## config.mk

```make
export PLATFORM = sky130hd
export DESIGN_NAME = dfl_box_decode_conf_filter
export DESIGN_NICKNAME = d
export VERILOG_FILES = /design/src/hdl/dfl_pkg.sv /design/src/hdl/dfl_exp.sv /design/src/hdl/dfl_div.sv /design/src/hdl/dfl_dp.sv /design/src/hdl/dfl_ctrl.sv /design/src/hdl/dfl_box_decode_conf_filter.sv
export SDC_FILE = /design/constraint.sdc
export NUM_CORES = 2
export LEC_CHECK = 0
export ABC_AREA = 1
export BUFFER_PORTS_ARGS = -buffer_cell sky130_fd_sc_hd__buf_2
export CAP_MARGIN = 20
export CORE_MARGIN = 2
export CORE_UTILIZATION = 65
export DETAILED_ROUTE_END_ITERATION = 16
export PLACE_DENSITY = 0.8
export SYNTH_ARGS = -nofsm -noshare
export SYNTH_HDL_FRONTEND = slang
export SYNTH_SLANG_ARGS = --single-unit
export TNS_END_PERCENT = 50
```

## constraint.sdc

```tcl
create_clock -name clk -period 28.1 [get_ports clk]
set_input_delay 1.405 -clock clk [delete_from_list [all_inputs] [get_ports clk]]
set_output_delay 1.405 -clock clk [all_outputs]
set_load 0.01 [all_outputs]
```

## src/hdl/dfl_pkg.sv

```systemverilog
// Shared types, constants and the exponent table for the box decoder.
// No dependencies; every other file in the block imports this package.
package dfl_pkg;

  localparam int BINS_DEF        = 16;
  localparam int MAX_CLASSES_DEF = 256;
  localparam int QUOT_W          = 17;
  localparam logic [16:0] LOG2E_Q16 = 17'd94548;

  localparam logic [1:0] REG_THRESHOLD   = 2'd0;
  localparam logic [1:0] REG_STRIDE      = 2'd1;
  localparam logic [1:0] REG_CLASS_COUNT = 2'd2;

  typedef enum logic [3:0] {
    S_IDLE, S_MAX, S_EXP, S_DRAIN, S_DDIV0, S_DRUN, S_EDGE,
    S_SEXP, S_SDRAIN, S_SDIV0, S_SRUN, S_SOUT
  } dfl_state_t;

  typedef struct packed {
    logic accept;
    logic max_step;
    logic exp_bin;
    logic exp_cls;
    logic div_start;
    logic div_cls;
    logic edge_wr;
    logic out_load;
  } dfl_cmd_t;

  typedef struct packed {
    logic go_close;
    logic go_class;
    logic k_last;
    logic exp_busy;
    logic div_done;
    logic out_free;
  } dfl_stat_t;

  // 2^(-j/16) in Q.16 for j = 0..16.
  function automatic logic [16:0] pow2_frac(input logic [4:0] j);
    logic [16:0] v;
    case (j)
      5'd0:  v = 17'd65536;
      5'd1:  v = 17'd62757;
      5'd2:  v = 17'd60097;
      5'd3:  v = 17'd57549;
      5'd4:  v = 17'd55109;
      5'd5:  v = 17'd52773;
      5'd6:  v = 17'd50535;
      5'd7:  v = 17'd48393;
      5'd8:  v = 17'd46341;
      5'd9:  v = 17'd44376;
      5'd10: v = 17'd42495;
      5'd11: v = 17'd40693;
      5'd12: v = 17'd38968;
      5'd13: v = 17'd37316;
      5'd14: v = 17'd35734;
      5'd15: v = 17'd34219;
      default: v = 17'd32768;
    endcase
    return v;
  endfunction

endpackage

```

## src/hdl/dfl_exp.sv

```systemverilog
// Two-stage exp(-d) unit: log2(e) scaling, then table interpolation and shift.
// Depends on dfl_pkg for the constant and the table.
module dfl_exp (
  input  logic        clk,
  input  logic        rst,
  input  logic        in_valid,
  input  logic [15:0] d,
  output logic        out_valid,
  output logic [16:0] w,
  output logic        busy
);
  import dfl_pkg::*;

  logic        v1;
  logic [16:0] t1;
  logic [32:0] prod;
  logic [8:0]  ti;
  logic [3:0]  hi;
  logic [3:0]  lo;
  logic [16:0] ta;
  logic [16:0] tb;
  logic [15:0] diff;
  logic [15:0] dl;
  logic [16:0] m;

  assign prod = 33'(d) * 33'(LOG2E_Q16);

  always_ff @(posedge clk) begin
    if (rst) begin
      v1 <= 1'b0;
      out_valid <= 1'b0;
    end else begin
      v1 <= in_valid;
      out_valid <= v1;
    end
    t1 <= prod[32:16];
    w <= (ti >= 9'd17) ? 17'd0 : (m >> ti[4:0]);
  end

  always_comb begin
    ti = t1[16:8];
    hi = t1[7:4];
    lo = t1[3:0];
    ta = pow2_frac({1'b0, hi});
    tb = pow2_frac({1'b0, hi} + 5'd1);
    diff = 16'(ta - tb);
    dl = diff * {12'd0, lo};
    m = ta - {5'd0, dl[15:4]};
  end

  assign busy = v1 | out_valid;

endmodule

```

## src/hdl/dfl_div.sv

```systemverilog
// Restoring divider, one quotient bit per cycle, for distances and sigmoid.
// Depends on dfl_pkg for the quotient width.
module dfl_div #(
  parameter int NUM_W = 34,
  parameter int DEN_W = 18
) (
  input  logic                     clk,
  input  logic                     rst,
  input  logic                     start,
  input  logic [NUM_W-1:0]         num,
  input  logic [DEN_W-1:0]         den,
  output logic [dfl_pkg::QUOT_W-1:0] q,
  output logic                     done
);
  import dfl_pkg::*;

  localparam int W = (NUM_W > DEN_W + QUOT_W) ? NUM_W : DEN_W + QUOT_W;
  localparam int CNT_W = $clog2(QUOT_W);

  logic [W-1:0]     rem;
  logic [W-1:0]     dsh;
  logic [CNT_W-1:0] cnt;
  logic             run;

  always_ff @(posedge clk) begin
    if (rst) begin
      run <= 1'b0;
      done <= 1'b0;
    end else if (start) begin
      run <= 1'b1;
      done <= 1'b0;
    end else if (run && cnt == '0) begin
      run <= 1'b0;
      done <= 1'b1;
    end
    if (start) begin
      rem <= W'(num);
      dsh <= W'(den) << (QUOT_W - 1);
      cnt <= CNT_W'(QUOT_W - 1);
    end else if (run) begin
      if (rem >= dsh) begin
        rem <= rem - dsh;
        q <= {q[QUOT_W-2:0], 1'b1};
      end else begin
        q <= {q[QUOT_W-2:0], 1'b0};
      end
      dsh <= dsh >> 1;
      cnt <= cnt - 1'b1;
    end
  end

endmodule

```

## src/hdl/dfl_dp.sv

```systemverilog
// Datapath: config registers, bin store, max and weighted sums, edges, output word.
// Depends on dfl_pkg, dfl_exp and dfl_div.
module dfl_dp #(
  parameter int BINS        = dfl_pkg::BINS_DEF,
  parameter int MAX_CLASSES = dfl_pkg::MAX_CLASSES_DEF
) (
  input  logic                clk,
  input  logic                rst,
  input  logic                cfg_we,
  input  logic [1:0]          cfg_index,
  input  logic [15:0]         cfg_data,
  input  logic [31:0]         s_tdata,
  input  logic                s_tuser,
  input  dfl_pkg::dfl_cmd_t   cmd,
  output dfl_pkg::dfl_stat_t  stat,
  output logic                m_tvalid,
  input  logic                m_tready,
  output logic [103:0]        m_tdata
);
  import dfl_pkg::*;

  localparam int BIN_W = $clog2(BINS);
  localparam int SUM_W = 17 + BIN_W;
  localparam int ACC_W = 17 + 2 * BIN_W;
  localparam int NUM_W = (ACC_W + 9 > 34) ? ACC_W + 9 : 34;
  localparam int DEN_W = (SUM_W > 18) ? SUM_W : 18;
  localparam int CC_W  = $clog2(MAX_CLASSES + 1);

  logic signed [15:0] threshold;
  logic [2:0]         stride;
  logic [8:0]         class_count;

  logic signed [15:0] bin_store [BINS];
  logic [BIN_W-1:0]   pos;
  logic [1:0]         side;
  logic [CC_W-1:0]    cc;

  logic signed [15:0] it_logit;
  logic [7:0]         it_cx;
  logic [7:0]         it_cy;
  logic [1:0]         it_side;
  logic               it_cls;
  logic [7:0]         label_r;

  logic [BIN_W-1:0]   k;
  logic [BIN_W-1:0]   k1;
  logic [BIN_W-1:0]   k2;
  logic signed [15:0] mx;
  logic [SUM_W-1:0]   sum;
  logic [ACC_W-1:0]   acc;
  logic [16:0]        e_cls;

  logic signed [19:0] box [4];
  logic [7:0]         out_label;
  logic [15:0]        out_conf;
  logic signed [19:0] out_box [4];

  logic signed [15:0] in_logit;
  logic               cls_ok;
  logic               k_last;
  logic               exp_in_v;
  logic [15:0]        exp_d;
  logic [16:0]        mdiff;
  logic               w_v;
  logic [16:0]        w;
  logic               exp_busy;
  logic [NUM_W-1:0]   div_num;
  logic [DEN_W-1:0]   div_den;
  logic [17:0]        sden;
  logic [QUOT_W-1:0]  q;
  logic               div_done;
  logic [11:0]        side_dist;
  logic [15:0]        cpos;
  logic signed [17:0] edge_e;
  logic signed [25:0] edge_s;
  logic signed [21:0] edge_r;
  logic signed [19:0] edge_q;
  logic               out_free;

  assign in_logit = $signed(s_tdata[15:0]);
  assign cls_ok = (10'(cc) < 10'(class_count)) && (10'(cc) < 10'(MAX_CLASSES));
  assign k_last = (k == BIN_W'(BINS - 1));
  assign out_free = !m_tvalid || m_tready;

  always_ff @(posedge clk) begin
    if (rst) begin
      threshold <= 16'sd0;
      stride <= 3'd3;
      class_count <= 9'd80;
    end else if (cfg_we) begin
      unique case (cfg_index)
        REG_THRESHOLD:   threshold <= $signed(cfg_data);
        REG_STRIDE:      stride <= cfg_data[2:0];
        REG_CLASS_COUNT: class_count <= cfg_data[8:0];
        default: ;
      endcase
    end
  end

  always_ff @(posedge clk) begin
    if (rst) begin
      pos <= '0;
      side <= 2'd0;
      cc <= '0;
    end else if (cmd.accept) begin
      if (!s_tuser) begin
        cc <= '0;
        if (pos == BIN_W'(BINS - 1)) begin
          pos <= '0;
          side <= side + 2'd1;
        end else begin
          pos <= pos + 1'b1;
        end
      end else if (cls_ok) begin
        cc <= CC_W'(cc + 1'b1);
      end
    end
  end

  always_ff @(posedge clk) begin
    if (cmd.accept) begin
      if (!s_tuser) begin
        bin_store[pos] <= in_logit;
      end
      it_logit <= in_logit;
      it_cx <= s_tdata[23:16];
      it_cy <= s_tdata[31:24];
      it_side <= side;
      it_cls <= s_tuser;
      label_r <= 8'(cc);
    end
  end

  always_ff @(posedge clk) begin
    if (cmd.accept) begin
      k <= '0;
      mx <= -16'sd32768;
      sum <= '0;
      acc <= '0;
    end else begin
      if (cmd.max_step) begin
        if (bin_store[k] > mx) begin
          mx <= bin_store[k];
        end
      end
      if (cmd.max_step || cmd.exp_bin) begin
        k <= k_last ? '0 : k + 1'b1;
      end
      if (w_v && !it_cls) begin
        sum <= sum + SUM_W'(w);
        acc <= acc + ACC_W'(w) * ACC_W'(k2);
      end
    end
    k1 <= k;
    k2 <= k1;
    if (w_v && it_cls) begin
      e_cls <= w;
    end
  end

  always_comb begin
    mdiff = 17'(mx) - 17'(bin_store[k]);
    exp_in_v = cmd.exp_bin || cmd.exp_cls;
    if (cmd.exp_cls) begin
      exp_d = it_logit[15] ? 16'(-it_logit) : it_logit;
    end else begin
      exp_d = mdiff[15:0];
    end
  end

  dfl_exp u_exp (
    .clk       (clk),
    .rst       (rst),
    .in_valid  (exp_in_v),
    .d         (exp_d),
    .out_valid (w_v),
    .w         (w),
    .busy      (exp_busy)
  );

  always_comb begin
    sden = 18'd65536 + 18'(e_cls);
    if (cmd.div_cls) begin
      div_den = DEN_W'(sden);
      if (!it_logit[15]) begin
        div_num = (NUM_W'(1) << 32) + NUM_W'(sden >> 1);
      end else begin
        div_num = (NUM_W'(e_cls) << 16) + NUM_W'(sden >> 1);
      end
    end else begin
      div_den = DEN_W'(sum);
      div_num = (NUM_W'(acc) << 8) + NUM_W'(sum >> 1);
    end
  end

  dfl_div #(.NUM_W(NUM_W), .DEN_W(DEN_W)) u_div (
    .clk   (clk),
    .rst   (rst),
    .start (cmd.div_start),
    .num   (div_num),
    .den   (div_den),
    .q     (q),
    .done  (div_done)
  );

  always_comb begin
    side_dist = (q > QUOT_W'(4095)) ? 12'd4095 : q[11:0];
    cpos = {(it_side[0] ? it_cy : it_cx), 8'h80};
    if (it_side[1]) begin
      edge_e = $signed({2'b00, cpos}) + $signed({6'd0, side_dist});
    end else begin
      edge_e = $signed({2'b00, cpos}) - $signed({6'd0, side_dist});
    end
    edge_s = (26'(edge_e) <<< stride) + 26'sd8;
    edge_r = 22'(edge_s >>> 4);
    if (edge_r > 22'sd524287) begin
      edge_q = 20'sd524287;
    end else if (edge_r < -22'sd524288) begin
      edge_q = -20'sd524288;
    end else begin
      edge_q = 20'(edge_r);
    end
  end

  always_ff @(posedge clk) begin
    if (rst) begin
      for (int i = 0; i < 4; i++) begin
        box[i] <= 20'sd0;
      end
    end else if (cmd.edge_wr) begin
      box[it_side] <= edge_q;
    end
  end

  always_ff @(posedge clk) begin
    if (rst) begin
      m_tvalid <= 1'b0;
    end else if (cmd.out_load) begin
      m_tvalid <= 1'b1;
    end else if (m_tready) begin
      m_tvalid <= 1'b0;
    end
    if (cmd.out_load) begin
      out_label <= label_r;
      out_conf <= (q > QUOT_W'(65535)) ? 16'hFFFF : q[15:0];
      for (int i = 0; i < 4; i++) begin
        out_box[i] <= box[i];
      end
    end
  end

  assign m_tdata = {out_box[3], out_box[2], out_box[1], out_box[0], out_conf, out_label};

  always_comb begin
    stat.go_close = !s_tuser && (pos == BIN_W'(BINS - 1));
    stat.go_class = s_tuser && cls_ok && (in_logit > threshold);
    stat.k_last = k_last;
    stat.exp_busy = exp_busy;
    stat.div_done = div_done;
    stat.out_free = out_free;
  end

endmodule

```

## src/hdl/dfl_ctrl.sv

```systemverilog
// Controller state machine sequencing the datapath through each item.
// Depends on dfl_pkg for the state, command and status types.
module dfl_ctrl (
  input  logic               clk,
  input  logic               rst,
  input  logic               s_tvalid,
  output logic               s_tready,
  input  dfl_pkg::dfl_stat_t stat,
  output dfl_pkg::dfl_cmd_t  cmd
);
  import dfl_pkg::*;

  dfl_state_t state;
  dfl_state_t state_next;

  always_ff @(posedge clk) begin
    if (rst) begin
      state <= S_IDLE;
    end else begin
      state <= state_next;
    end
  end

  always_comb begin
    state_next = state;
    unique case (state)
      S_IDLE: begin
        if (s_tvalid && stat.go_close) begin
          state_next = S_MAX;
        end else if (s_tvalid && stat.go_class) begin
          state_next = S_SEXP;
        end
      end
      S_MAX:    if (stat.k_last) state_next = S_EXP;
      S_EXP:    if (stat.k_last) state_next = S_DRAIN;
      S_DRAIN:  if (!stat.exp_busy) state_next = S_DDIV0;
      S_DDIV0:  state_next = S_DRUN;
      S_DRUN:   if (stat.div_done) state_next = S_EDGE;
      S_EDGE:   state_next = S_IDLE;
      S_SEXP:   state_next = S_SDRAIN;
      S_SDRAIN: if (!stat.exp_busy) state_next = S_SDIV0;
      S_SDIV0:  state_next = S_SRUN;
      S_SRUN:   if (stat.div_done) state_next = S_SOUT;
      S_SOUT:   if (stat.out_free) state_next = S_IDLE;
      default:  state_next = S_IDLE;
    endcase
  end

  always_comb begin
    s_tready = (state == S_IDLE);
    cmd.accept = (state == S_IDLE) && s_tvalid;
    cmd.max_step = (state == S_MAX);
    cmd.exp_bin = (state == S_EXP);
    cmd.exp_cls = (state == S_SEXP);
    cmd.div_start = (state == S_DDIV0) || (state == S_SDIV0);
    cmd.div_cls = (state == S_SDIV0);
    cmd.edge_wr = (state == S_EDGE);
    cmd.out_load = (state == S_SOUT) && stat.out_free;
  end

endmodule

```

## src/hdl/dfl_box_decode_conf_filter.sv

```systemverilog
// Box decode and confidence filter: a bin or non-passing class word is taken without leaving idle.
// A side's closing bin runs a max pass, an exp pass, a drain and the divider, then writes its edge.
// A passing class word goes through the exp unit and the 17-step divider to its result.
// Results wait in an output register; input is not blocked by it until the next pass.
// Synchronous active-high reset clears control state, counters and box edges, and restores config defaults.
module dfl_box_decode_conf_filter #(
  parameter int BINS        = dfl_pkg::BINS_DEF,
  parameter int MAX_CLASSES = dfl_pkg::MAX_CLASSES_DEF
) (
  input  logic         clk,
  input  logic         rst,
  input  logic         cfg_we,
  input  logic [1:0]   cfg_index,
  input  logic [15:0]  cfg_data,
  input  logic         s_tvalid,
  output logic         s_tready,
  input  logic [31:0]  s_tdata,   // logit, cell_x, cell_y
  input  logic         s_tuser,   // cmd
  output logic         m_tvalid,
  input  logic         m_tready,
  output logic [103:0] m_tdata    // label, confidence, x_min, y_min, x_max, y_max
);
  import dfl_pkg::*;

  dfl_cmd_t  cmd;
  dfl_stat_t stat;

  dfl_ctrl u_ctrl (
    .clk      (clk),
    .rst      (rst),
    .s_tvalid (s_tvalid),
    .s_tready (s_tready),
    .stat     (stat),
    .cmd      (cmd)
  );

  dfl_dp #(.BINS(BINS), .MAX_CLASSES(MAX_CLASSES)) u_dp (
    .clk       (clk),
    .rst       (rst),
    .cfg_we    (cfg_we),
    .cfg_index (cfg_index),
    .cfg_data  (cfg_data),
    .s_tdata   (s_tdata),
    .s_tuser   (s_tuser),
    .cmd       (cmd),
    .stat      (stat),
    .m_tvalid  (m_tvalid),
    .m_tready  (m_tready),
    .m_tdata   (m_tdata)
  );

endmodule

```

==> out/metrics.csv <==
metric;value;unit
firstDrtPassIters;8;
holdBufCountCts;0;
min_from;u_dp.k1[0]$_DFF_P_;
seq_area_frac_synth;0.4538;
hold_depth;0;
dp_slack;16.72;ns
cts_buffer_depth;3;
wl_per_cell;18.18;um
synth_area_leaders;edfxtp_1 (37%), ha_1 (9.2%), dfxtp_1 (8.8%);
dp_hpwl;81620;um
fmax;0.09103;GHz
numPortBuffers;161;
rsz0062_at_grt;no;
die_area;0.07438;sq mm
r2r_cells;50;
synthArstFlopShare;0;
synth_area_per_cell;9.208;sq um
final_layout_size_suffix_gt1_frac;0.08616;
crit_type;flop to flop;
start_util;0.6567;
finalMaxSlewViolations;0;
synth.most_common_cell;nand2_1;
critPathSlowestCell;dfxtp_4;
yosys.area.top_type_share;0.3659;
ys_ff_latch;778;
grt_max_degree;104;
postCtsSetupRepairBufs;0;
vias_per_cell;5.806;
r2r_end;u_dp.u_exp.ta[8]$_DFF_P_;
cp-start-kind;flop;
synth_edf_count;572;
min_to;u_dp.k2[0]$_DFF_P_;
cp.arrival;11.50;ns
setup-tns-final;0;ns
io_pins;162;
ant_nets;0;
syn_nets;5649;
worstSkewPairLatency;0.64;ns
setup_violations;0;
period_share;0.3909;
fp.dieH;272.7;um
status;finished clean;
cpMostUsedCell;nand2_1;
diodes;0;
final_core_util;0.7197;
num_vias;36310;
area_growth;9.606;%
nets;5791;
place.gp.congestion;0.9529;
setup_slack;17.11;ns
instances_no_fill;6254;
grt_pass1_wl;181600;um
fp.dieW;272.7;um
cts_tree;done;
reg2reg_setup_slack;17.11;ns
grt_pass1_vias;35159;
grt-ovfl-total;0;
tightest_slew;1.090;ns
netlist_area;0.04694;sq mm
ys.flop_type;edfxtp_1;
timing.final.hold_violations;0;
drt_iter0_drc;3301;
drc;0;
fin_crit;10.99;ns
cts.sinks;778;
drt-total-wl;113700;um
cp-end-kind;flop;
ys_warn_count;0;
grt_usage;0.3049;
clock-root-buffer;clkbuf_16;
min_path_type;flop to flop;
cp.required;28.62;ns
cts.clk_slew.worst_paths;0.07;ns
fillCellCount;5338;
ys_top_cells_by_count;nand2_1 (816), inv_1 (788), edfxtp_1 (572);
dp_cells;6106;
cts_max_level;3;
antenna_found_initial;0;
slowest_delay;1.01;ns
coreArea;0.07149;sq mm
yosys.cell_types.count;65;
synthCells;5098;
crit_fanout;90;
rows;98;
yosys.area.top_type;edfxtp_1;
cts_resized;0;
max-cap-violations;0;
relSlewSlack;0.2659;
clock-skew-final;0.01936;ns
numCtsBuffers;80;
==> layer usage <==
layer  track usage  up-vias  part of all wire
li1              -    17452                 -
met1        0.4187    17270              0.42
met2        0.5066     1319              0.48
met3       0.03444      269             0.066
met4        0.1045        0             0.032
met5             0        -                 0
==> area by class of cell <==
| cell class | instances | area [sq um] | share of cell area |
|---|---|---|---|
| Inverter | 812 | 3050 | 0.05929 |
| Clock inverter | 39 | 481.7 | 0.009362 |
| Clock buffer | 107 | 2216 | 0.04307 |
| Multi-Input combinational cell | 3366 | 22070 | 0.4290 |
| Timing Repair Buffer | 202 | 1134 | 0.02203 |
| Sequential cell | 778 | 21310 | 0.4141 |
| Tap cell | 950 | 1189 | 0.02310 |
==> cell usage in the layout (no fill, tap or decap), drive strengths merged, types with 3 or more instances in the layout <==
cell type	count
a21boi	10
xor2	84
xnor2	49
o221ai	9
nand2	846
or2	43
o311ai	3
o21bai	31
o22ai	23
and3	5
clkbuf	107
a211oi	11
o211ai	103
clkinvlp	8
ha	346
o21ai	359
a21o	12
a31oi	31
nor2	405
nand3b	8
a21oi	382
o31ai	9
inv	807
mux2i	66
a221oi	3
dfxtp	206
fa	149
o21a	7
edfxtp	572
nand3	257
nand4	24
bufinv	7
a31o	3
nor4	15
buf	202
nor3	51
o2111ai	5
a32oi	3
clkinv	29
==> registers in the layout, indices dropped and copies added (netlist names), 17 cells and up, named ones only <==
register,flops
u_dp.sum,21
u_dp.u_div.q,17
u_dp.u_exp.t1,17
u_dp.e_cls,17
u_dp.out_box,80
u_dp.u_exp.ta,17
u_dp.u_div.rem,38
u_dp.u_exp.w,17
u_dp.u_div.dsh,37
u_dp.box,80
u_dp.acc,25
u_dp.bin_store,256
==> stage by stage <==
step | hold slack, ns | cell area [sq um]
2_1_floorplan | 0.3096 | 46940
3_3_place_gp | 0.3103 | 48720
3_5_place_dp | 0.3151 | 48720
4_1_cts | 0.3206 | 51420
5_1_grt | 0.3216 | 51450
6_report | 0.3198 | 51450
==> worst max-delay path: cells and delay by family (launching register included) <==
kind | cells | cell delay (ns)
adder cells (fa/ha/maj) | 8 | 3.26
buffers and inverters | 8 | 1.59
AO/OA/AOI/OAI | 13 | 2.28
XOR/XNOR | 1 | 0.08
AND/OR/NAND/NOR | 20 | 2.52
flip-flops | 1 | 1.01
==> cell families after synthesis <==
group                    count (synthesis)  share of synthesized area
AND/OR/NAND/NOR                       1659                     0.1528
AO/OA/AOI/OAI                         1012                     0.1219
buffers and inverters                  954                    0.07687
flip-flops                             778                     0.4538
adder cells (fa/ha/maj)                495                     0.1558
XOR/XNOR                               133                    0.02481
multiplexers                            66                    0.01407
other                                    1                 0.00007988
==> worst max-delay path by stage <==
stage	startpoint	to	slack, ns	cells after the start
finish	flop	u_dp.u_exp.ta[8]$_DFF_P_	17.11	50
global route	flop	u_dp.u_exp.ta[8]$_DFF_P_	16.20	50
CTS	flop	u_dp.u_exp.ta[8]$_DFF_P_	16.61	49
detailed placement	flop	u_dp.u_exp.ta[8]$_DFF_P_	16.72	48
global placement	flop	u_dp.u_exp.ta[8]$_DFF_P_	16.94	48
floorplan	flop	u_dp.u_exp.ta[9]$_DFF_P_	19.12	50
Power is left out: the tool's default activity adds up to more than one toggle a clock period on the data nets, which glitch-free logic cannot reach.
